$ cat src/rtl/core/tga_pkg.sv
// Shared types and constants for the TGA run-length pixel decoder.
`timescale 1ns / 1ps

package tga_pkg;

   // Header layout (byte offsets within the 18-byte header)
   localparam logic [4:0] HDR_ID_LEN    = 5'd0;
   localparam logic [4:0] HDR_TYPE      = 5'd2;
   localparam logic [4:0] HDR_WIDTH_LO  = 5'd12;
   localparam logic [4:0] HDR_WIDTH_HI  = 5'd13;
   localparam logic [4:0] HDR_HEIGHT_LO = 5'd14;
   localparam logic [4:0] HDR_HEIGHT_HI = 5'd15;
   localparam logic [4:0] HDR_DEPTH     = 5'd16;
   localparam logic [4:0] HDR_LAST      = 5'd17;

   // Accepted image types and pixel depths
   localparam logic [7:0] TYPE_RAW = 8'd2;
   localparam logic [7:0] TYPE_RLE = 8'd10;
   localparam logic [7:0] DEPTH_24 = 8'd24;
   localparam logic [7:0] DEPTH_32 = 8'd32;

   // Packet header fields
   localparam logic [7:0] PKT_RUN_BIT   = 8'h80;
   localparam logic [7:0] PKT_COUNT_MSK = 8'h7f;

   // Result kinds
   localparam logic [1:0] KIND_HEADER = 2'd0;
   localparam logic [1:0] KIND_PIXEL  = 2'd1;
   localparam logic [1:0] KIND_ERROR  = 2'd2;

   // Error codes
   localparam logic [1:0] ERR_TYPE  = 2'd0;
   localparam logic [1:0] ERR_DEPTH = 2'd1;
   localparam logic [1:0] ERR_TRUNC = 2'd2;

   typedef struct packed {
      logic [7:0] data_byte;
      logic       end_of_file;
   } req_type;

   typedef struct packed {
      logic [1:0]  kind;
      logic [7:0]  red;
      logic [7:0]  green;
      logic [7:0]  blue;
      logic [7:0]  alpha;
      logic [7:0]  repeat_count;
      logic [15:0] image_width;
      logic [15:0] image_height;
      logic        has_alpha;
      logic [1:0]  error_code;
      logic        last;
   } rsp_type;

endpackage

$ cat src/rtl/core/tga_rle_pixel_decoder.sv
// Top level of the TGA run-length pixel decoder: byte parser and output buffer.
`timescale 1ns / 1ps

// Takes a TGA file one byte per request and gives at most one result per byte:
// header info on the 18th header byte, then one pixel run per run-length packet
// or per raw pixel, with the stored blue/green/red/alpha bytes returned in
// RGB(A) fields, or an error. The parser state is updated when the byte is
// accepted, and its result is registered in the result register, or in the
// skid register while the output is stalled. The rate is one byte per cycle;
// a two-entry output buffer (result register plus skid register) lets the
// input keep flowing while one result waits, and req_stall rises only while
// both entries are full. A byte marked end_of_file returns the parser to its
// reset state, so the next byte starts a new file.
module tga_rle_pixel_decoder (
   input  logic             clock,
   input  logic             reset,
   input  logic             req_valid,
   output logic             req_stall,
   input  tga_pkg::req_type req_data,
   output logic             rsp_valid,
   input  logic             rsp_stall,
   output tga_pkg::rsp_type rsp_data
);
   import tga_pkg::*;

   typedef enum logic [2:0] {
      PH_HEADER,
      PH_SKIP,
      PH_PACKET,
      PH_PIXEL,
      PH_HALT
   } phase_type;

   phase_type   phase_ff, phase_in;
   logic [4:0]  header_index_ff, header_index_in;
   logic [7:0]  id_length_ff, id_length_in;
   logic [7:0]  image_type_ff, image_type_in;
   logic [7:0]  pixel_bits_ff, pixel_bits_in;
   logic [15:0] width_ff, width_in;
   logic [15:0] height_ff, height_in;
   logic [31:0] pixels_left_ff, pixels_left_in;
   logic [7:0]  packet_left_ff, packet_left_in;
   logic        packet_is_run_ff, packet_is_run_in;
   logic [1:0]  byte_in_pixel_ff, byte_in_pixel_in;
   logic [31:0] pixel_collect_ff, pixel_collect_in;

   logic        rsp_valid_ff;
   rsp_type     rsp_data_ff;
   logic        skid_valid_ff;
   rsp_type     skid_data_ff;

   logic        accept;
   logic        rsp_free;
   logic        res_valid;
   rsp_type     res;
   logic [7:0]  b;
   logic [31:0] area;
   logic [31:0] collect_new;
   logic [1:0]  depth_last;
   logic        is_rle;
   logic        is_run;
   logic        done;
   logic [7:0]  count;

   assign accept   = req_valid && !req_stall;
   assign rsp_free = !rsp_valid_ff || !rsp_stall;
   assign b        = req_data.data_byte;
   assign area     = 32'(width_ff) * 32'(height_ff);
   assign is_rle   = (image_type_ff == TYPE_RLE);
   assign is_run   = is_rle && packet_is_run_ff;
   assign depth_last = (pixel_bits_ff == DEPTH_32) ? 2'd3 : 2'd2;

   // Merge the current byte into the pixel being collected
   always_comb begin
      collect_new = pixel_collect_ff;
      collect_new[{byte_in_pixel_ff, 3'b000} +: 8] =
         pixel_collect_ff[{byte_in_pixel_ff, 3'b000} +: 8] | b;
   end

   // Clip a run to the pixels still due; last pixel when nothing remains after it
   always_comb begin
      if (is_run) begin
         done  = (pixels_left_ff <= 32'(packet_left_ff));
         count = done ? pixels_left_ff[7:0] : packet_left_ff;
      end else begin
         done  = (pixels_left_ff == 32'd1);
         count = 8'd1;
      end
   end

   // Parser next state and result for the byte at the input
   always_comb begin
      phase_in         = phase_ff;
      header_index_in  = header_index_ff;
      id_length_in     = id_length_ff;
      image_type_in    = image_type_ff;
      pixel_bits_in    = pixel_bits_ff;
      width_in         = width_ff;
      height_in        = height_ff;
      pixels_left_in   = pixels_left_ff;
      packet_left_in   = packet_left_ff;
      packet_is_run_in = packet_is_run_ff;
      byte_in_pixel_in = byte_in_pixel_ff;
      pixel_collect_in = pixel_collect_ff;
      res_valid        = 1'b0;
      res              = '0;

      unique case (phase_ff)
         PH_HEADER: begin
            // capture the header fields we care about
            unique case (header_index_ff)
               HDR_ID_LEN:    id_length_in = b;
               HDR_TYPE:      image_type_in = b;
               HDR_WIDTH_LO:  width_in[7:0] = b;
               HDR_WIDTH_HI:  width_in[15:8] = b;
               HDR_HEIGHT_LO: height_in[7:0] = b;
               HDR_HEIGHT_HI: height_in[15:8] = b;
               HDR_DEPTH:     pixel_bits_in = b;
               default: ;
            endcase
            header_index_in = header_index_ff + 5'd1;
            if (header_index_ff == HDR_LAST) begin
               header_index_in = '0;
               res_valid       = 1'b1;
               res.last        = 1'b1;
               priority if (image_type_ff != TYPE_RAW && image_type_ff != TYPE_RLE) begin
                  res.kind       = KIND_ERROR;
                  res.error_code = ERR_TYPE;
                  phase_in       = PH_HALT;
               end else if (pixel_bits_ff != DEPTH_24 && pixel_bits_ff != DEPTH_32) begin
                  res.kind       = KIND_ERROR;
                  res.error_code = ERR_DEPTH;
                  phase_in       = PH_HALT;
               end else begin
                  res.kind         = KIND_HEADER;
                  res.image_width  = width_ff;
                  res.image_height = height_ff;
                  res.has_alpha    = (pixel_bits_ff == DEPTH_32);
                  res.last         = (area == 32'd0);
                  pixels_left_in   = area;
                  priority if (area == 32'd0) begin
                     phase_in = PH_HALT;
                  end else if (id_length_ff != 8'd0) begin
                     phase_in = PH_SKIP;
                  end else begin
                     byte_in_pixel_in = '0;
                     pixel_collect_in = '0;
                     phase_in         = is_rle ? PH_PACKET : PH_PIXEL;
                  end
               end
            end
         end
         PH_SKIP: begin
            // drop the image ID field
            id_length_in = id_length_ff - 8'd1;
            if (id_length_ff == 8'd1) begin
               byte_in_pixel_in = '0;
               pixel_collect_in = '0;
               phase_in         = is_rle ? PH_PACKET : PH_PIXEL;
            end
         end
         PH_PACKET: begin
            packet_is_run_in = ((b & PKT_RUN_BIT) != 8'd0);
            packet_left_in   = (b & PKT_COUNT_MSK) + 8'd1;
            byte_in_pixel_in = '0;
            pixel_collect_in = '0;
            phase_in         = PH_PIXEL;
         end
         PH_PIXEL: begin
            if (byte_in_pixel_ff >= depth_last) begin
               // pixel complete: emit a run and advance the counters
               pixels_left_in = pixels_left_ff - 32'(count);
               if (is_rle) begin
                  if (packet_is_run_ff) begin
                     packet_left_in = '0;
                     phase_in       = PH_PACKET;
                  end else begin
                     packet_left_in = packet_left_ff - 8'd1;
                     if (packet_left_ff == 8'd1) begin
                        phase_in = PH_PACKET;
                     end
                  end
               end
               res_valid         = 1'b1;
               res.kind          = KIND_PIXEL;
               res.blue          = collect_new[7:0];
               res.green         = collect_new[15:8];
               res.red           = collect_new[23:16];
               res.alpha         = collect_new[31:24];
               res.repeat_count  = count;
               res.last          = done;
               byte_in_pixel_in  = '0;
               pixel_collect_in  = '0;
               if (done) begin
                  phase_in = PH_HALT;
               end
            end else begin
               byte_in_pixel_in = byte_in_pixel_ff + 2'd1;
               pixel_collect_in = collect_new;
            end
         end
         PH_HALT: ;
         default: ;
      endcase

      // End of file: flag an unfinished image, then return to reset state
      if (req_data.end_of_file) begin
         if (phase_in != PH_HALT) begin
            res_valid      = 1'b1;
            res            = '0;
            res.kind       = KIND_ERROR;
            res.error_code = ERR_TRUNC;
            res.last       = 1'b1;
         end
         phase_in         = PH_HEADER;
         header_index_in  = '0;
         id_length_in     = '0;
         image_type_in    = '0;
         pixel_bits_in    = '0;
         width_in         = '0;
         height_in        = '0;
         pixels_left_in   = '0;
         packet_left_in   = '0;
         packet_is_run_in = 1'b0;
         byte_in_pixel_in = '0;
         pixel_collect_in = '0;
      end
   end

   // Hold parser state; advance on each accepted request
   always_ff @(posedge clock) begin
      if (reset) begin
         phase_ff         <= PH_HEADER;
         header_index_ff  <= '0;
         id_length_ff     <= '0;
         image_type_ff    <= '0;
         pixel_bits_ff    <= '0;
         width_ff         <= '0;
         height_ff        <= '0;
         pixels_left_ff   <= '0;
         packet_left_ff   <= '0;
         packet_is_run_ff <= 1'b0;
         byte_in_pixel_ff <= '0;
         pixel_collect_ff <= '0;
      end else if (accept) begin
         phase_ff         <= phase_in;
         header_index_ff  <= header_index_in;
         id_length_ff     <= id_length_in;
         image_type_ff    <= image_type_in;
         pixel_bits_ff    <= pixel_bits_in;
         width_ff         <= width_in;
         height_ff        <= height_in;
         pixels_left_ff   <= pixels_left_in;
         packet_left_ff   <= packet_left_in;
         packet_is_run_ff <= packet_is_run_in;
         byte_in_pixel_ff <= byte_in_pixel_in;
         pixel_collect_ff <= pixel_collect_in;
      end
   end

   // Output register with a skid entry behind it
   always_ff @(posedge clock) begin
      if (reset) begin
         rsp_valid_ff  <= 1'b0;
         skid_valid_ff <= 1'b0;
      end else if (rsp_free) begin
         if (skid_valid_ff) begin
            rsp_valid_ff  <= 1'b1;
            skid_valid_ff <= 1'b0;
         end else begin
            rsp_valid_ff <= accept && res_valid;
         end
      end else if (accept && res_valid) begin
         skid_valid_ff <= 1'b1;
      end
   end

   always_ff @(posedge clock) begin
      if (rsp_free) begin
         if (skid_valid_ff) begin
            rsp_data_ff <= skid_data_ff;
         end else if (accept && res_valid) begin
            rsp_data_ff <= res;
         end
      end else if (accept && res_valid) begin
         skid_data_ff <= res;
      end
   end

   assign req_stall = skid_valid_ff;
   assign rsp_valid = rsp_valid_ff;
   assign rsp_data  = rsp_data_ff;

   // Checks on buffer and parser bookkeeping
   a_skid_behind_rsp: assert property (@(posedge clock) disable iff (reset)
      skid_valid_ff |-> rsp_valid_ff)
      else $error("skid entry full while result register empty");

   a_eof_resets: assert property (@(posedge clock) disable iff (reset)
      accept && req_data.end_of_file |=> phase_ff == PH_HEADER && header_index_ff == 5'd0)
      else $error("parser not back at header start after end of file");

   a_pixels_due: assert property (@(posedge clock) disable iff (reset)
      phase_ff == PH_PIXEL |-> pixels_left_ff != 32'd0)
      else $error("collecting a pixel with no pixels due");

   a_error_is_last: assert property (@(posedge clock) disable iff (reset)
      rsp_valid_ff && rsp_data_ff.kind == KIND_ERROR |-> rsp_data_ff.last)
      else $error("error result without last");

   a_stalled_result_to_skid: assert property (@(posedge clock) disable iff (reset)
      accept && res_valid && !rsp_free |=> skid_valid_ff)
      else $error("result produced under stall was not kept");

endmodule

$ cat config.mk
export PLATFORM = sky130hd
export DESIGN_NAME = tga_rle_pixel_decoder
export DESIGN_NICKNAME = d
export VERILOG_FILES = /design/src/rtl/core/tga_pkg.sv /design/src/rtl/core/tga_rle_pixel_decoder.sv
export SDC_FILE = /design/constraint.sdc
export NUM_CORES = 1
export LEC_CHECK = 0
export BUFFER_PORTS_ARGS = -buffer_cell sky130_fd_sc_hd__buf_2
export CAP_MARGIN = 20
export CORE_MARGIN = 3
export CORE_UTILIZATION = 44
export DETAILED_ROUTE_END_ITERATION = 8
export PLACE_DENSITY = 0.61
export SETUP_SLACK_MARGIN = 0.05
export SKIP_LAST_GASP = 1
export SYNTH_ARGS = -nofsm -noshare
export SYNTH_HDL_FRONTEND = slang
export SYNTH_SLANG_ARGS = --single-unit
$ cat constraint.sdc
create_clock -name clock -period 12.09 [get_ports clock]
set_clock_uncertainty 0.15 [all_clocks]
set_input_delay 1.209 -clock clock [delete_from_list [all_inputs] [get_ports clock]]
set_output_delay 1.209 -clock clock [all_outputs]
set_load 0.01 [all_outputs]
==> key figures <==
STA
  – Slew HR: roughly 22%
  – Fmax: ~0.11 GHz
  – Setup violations, final: 0
  – Shortest period the worst path allows: ~9.2 ns
  – Final critical-path share of the clock period: between 70% and 80%
  – Final Max Tran Viols: 0
  – Worst Tran Pin Value: between 1 and 1.5 ns
  – RSZ-0062 raised after global routing: false
  – Setup Total Neg Slack: 0 ns
  – Final count of hold timing violations: 0

Global routing
  – First-pass GRT wire length: about 100 mm
  – Initial antenna violation count: 0
  – Gr ovfl total: 0
  – Total track usage: approximately 22%
  – Largest net degree at the start of global routing: 78
  – Number of global-route vias before repair: 18300

Floorplanning
  – Die Area: about 57000 sq um
  – Die Span X: ~240 microns
  – # rows: 84
  – CORE AREA: 52900 sq um
  – Initial Util: 44.8%
  – Die height: between 200 and 250 microns
  – I/O pin count: between 90 and 100

CTS
  – Resized Gates After CTS: 0
  – Postcts setup bufs: 0
  – CTS tree: built
  – Total CTS buffers: 35
  – Clk pin slew, worst setup/hold paths: 0.06 ns
  – H-tree depth: 2
  – Hold-fix buffers, CTS: 0
  – Clock buffer depth: 3
  – Worst-skew pair later-pin latency: 0.56 ns
  – Clock sinks: between 200 and 300
  – CTS root buf: clkbuf_16

Setup path
  – Worst EP arrival: ~9 ns
  – Critical Path Fanout Max: 75
  – Critical path launch point type: register
  – CP required: ~12 ns
  – Crit end category: register
  – CP Class: reg2reg

Synthesis
  – EDFF count, synth: roughly 160
  – Unique masters post-synth: 88
  – Post-synthesis net count: 2851
  – Ys flop type: edfxtp_1
  – Synth Cell Area: around 24000 sq um
  – Seq cells post-synth: around 300
  – Post-Synthesis Cells: ~2500
  – Synth warn: 0
  – Register area share after synthesis: around a third
  – Async SR Flop Fraction: 0%
  – Synth Area per Inst: 9.45 sq um

Layout
  – Fin area: between 20000 and 30000 sq um
  – Layout cells sized above 1: approximately 11%
  – Synth-to-Final Area Change: 8.58%
  – Fin nets: between 2000 and 3000
  – Filler instances: just under 5000
  – Antenna fix cells: 0

Routing
  – Remaining antenna violation count: 0
  – Routed vias: between 15000 and 20000
  – Detailed Route Iter0 Violations: between 1500 and 2000
  – DRC: 0
  – TritonRoute pass-1 iters: 5
  – Routed WL: approximately 63 mm
  – Routed length per instance: 19.7 microns
  – Vias/cell: 5.73

Power and ir drop
  – Maximum vdd drop: about 0.090 mV
  – Leakage power: between 9 and 10 nW
  – P per Cell Area: roughly 92 nW/um^2

Placement
  – Gpl congestion: 0.868
  – Placed Area: ~24000 sq um
  – Port Buf Inserts: roughly 90
  – DP HPWL: approximately 46 mm

Status
  – Status: finished clean

Hold path
  – Hold crit path type: reg2reg

Run
  – Max cap viols: 0
[critical path: stages, from the launching register on]
cell and delay, ns:
dfxtp_1 0.91, nand2_1 0.19, fa_1 0.54, fa_1 0.57
fa_1 0.46, fa_1 0.57, fa_1 0.43, fa_1 0.52
inv_1 0.05, ha_1 0.39, nand2_1 0.16, o21a_1 0.24
o221a_2 0.28, a31oi_1 0.36, a311oi_2 0.17, xnor2_1 0.19
or3_1 0.37, nor4_4 0.49, a21oi_2 0.22, a21oi_4 0.15
buf_4 0.45, inv_2 0.07, o31a_2 0.38, buf_4 0.39
[where the power goes]
part | leakage (nW) | switching [mW] | internal, mW
logic | 6.53 | 0.102 | 0.0485
clock network | 0.602 | 0.440 | 0.679
registers | 2.67 | 0.0240 | 1.07
total | 9.80 | 0.566 | 1.80
[cell families after synthesis]
| logic type | share of synthesized area (%) |
|---|---|
| buf+inv | 6.88 |
| xor+xnor | 1.37 |
| simple gates | 19.3 |
| fa+ha+maj | 23.7 |
| compound gates | 12.9 |
| mux | 4.19 |
| flops | 31.7 |
[per-stage QoR]
step / utilization, % / std cells / hold WS [ns] / total power, mW / setup slack [ns]
2_1_floorplan: - / 2507 / 0.287 / 1.21 / 1.89
3_3_place_gp: 46.3 / 3139 / 0.309 / 1.26 / 3.06
3_5_place_dp: 46.3 / 3139 / 0.316 / 1.27 / 2.92
4_1_cts: 48.7 / 3203 / 0.323 / 2.39 / 2.89
5_1_grt: 48.7 / 3203 / 0.365 / 2.45 / 2.41
6_report: 48.7 / 3203 / 0.329 / 2.37 / 2.84
[state kept, by name, indices dropped and copies added (netlist names)]
register,flops
header_index_ff,5
pixel_collect_ff,32
pixel_bits_ff,8
rsp_valid,1
phase_ff,3
skid_data_ff,78
height_ff,16
pixels_left_ff,32
byte_in_pixel_ff,2
packet_is_run_ff,1
req_stall,1
rsp_data,78
packet_left_ff,8
id_length_ff,8
width_ff,16
image_type_ff,8
[area by class of cell]
cell class                      count  area (sq um)  share of cell area, %
Clock buffer                       47           971                   3.77
Inverter                          246           923                   3.59
Tap cell                          688           861                   3.35
Sequential cell                   297          7510                   29.2
Clock inverter                     17           251                  0.978
Timing Repair Buffer              111           606                   2.35
Multi-Input combinational cell   1797         14600                   56.8
[metal layers]
| layer | vias up | share of wire [%] | global-route usage [%] |
|---|---|---|---|
| met5 | - | 0 | 0 |
| met4 | 0 | 2.1 | 5.39 |
| met3 | 92 | 6.2 | 2.76 |
| met2 | 601 | 46 | 35.7 |
| met1 | 9145 | 46 | 32.5 |
| li1 | 8520 | - | - |
[synth_stat cells (5+ instances only)]
master,count,area share (%)
nand3_1,29,0.61
clkbuf_1,139,2.2
or2_2,5,0.13
ha_1,136,7.2
or3_1,15,0.40
inv_1,243,3.9
and3_1,10,0.26
buf_6,7,0.33
nor2_1,181,2.9
o211ai_1,6,0.19
a21oi_1,102,2.2
nor2b_1,20,0.53
mux2i_1,79,3.3
xnor2_1,27,1.0
a31oi_1,11,0.29
fa_1,195,16
o2bb2ai_1,6,0.22
and2_1,163,4.3
nor3b_2,20,1.1
nor3b_1,15,0.48
a211oi_1,8,0.25
nand2_1,287,4.5
nor3_2,8,0.34
a2111oi_0,5,0.18
nor3_1,41,0.87
mux4_2,8,0.76
edfxtp_1,156,20
nor4_1,12,0.32
o31ai_1,18,0.57
a22oi_1,22,0.70
xor2_1,10,0.37
nand2b_1,47,1.2
a31o_2,31,1.1
a21o_1,12,0.38
a32o_1,31,1.3
o21bai_1,8,0.25
buf_2,10,0.21
o21ai_0,91,1.9
o22ai_1,28,0.74
dfxtp_1,141,12
nand4_1,17,0.45
buf_1,7,0.11
o21a_1,13,0.41
[worst paths after layout]
path / end / slack, ns / cells past startpoint / from
max: rsp_data[17]$_DFFE_PP_ / 2.84 / 23 / width_ff[10]$_SDFFE_PP0P_
min reg2reg: pixels_left_ff[21]$_SDFFE_PP0P_ / 0.33 / 2 / pixels_left_ff[21]$_SDFFE_PP0P_
min: pixels_left_ff[21]$_SDFFE_PP0P_ / 0.33 / 2 / pixels_left_ff[21]$_SDFFE_PP0P_
max reg2reg: rsp_data[17]$_DFFE_PP_ / 2.84 / 23 / width_ff[10]$_SDFFE_PP0P_
[cells in the final DEF, fill, tap and decap left out, types with 27 or more instances in the layout]
cell / Yosys / routed
nand2_1: 287 / 286
edfxtp_1: 156 / 156
fa_1: 195 / 195
nor3_1: 41 / 40
inv_1: 243 / 243
nand2b_1: 47 / 47
o21ai_0: 91 / 90
nand3_1: 29 / 29
and2_1: 163 / 163
a31o_2: 31 / 31
ha_1: 136 / 136
o22ai_1: 28 / 28
a32o_1: 31 / 31
xnor2_1: 27 / 27
buf_2: 10 / 91
nor2_1: 181 / 180
dfxtp_1: 141 / 140
mux2i_1: 79 / 79
clkbuf_16: 0 / 35
a21oi_1: 102 / 102
No activity file was read; power rests on OpenSTA's default activity.
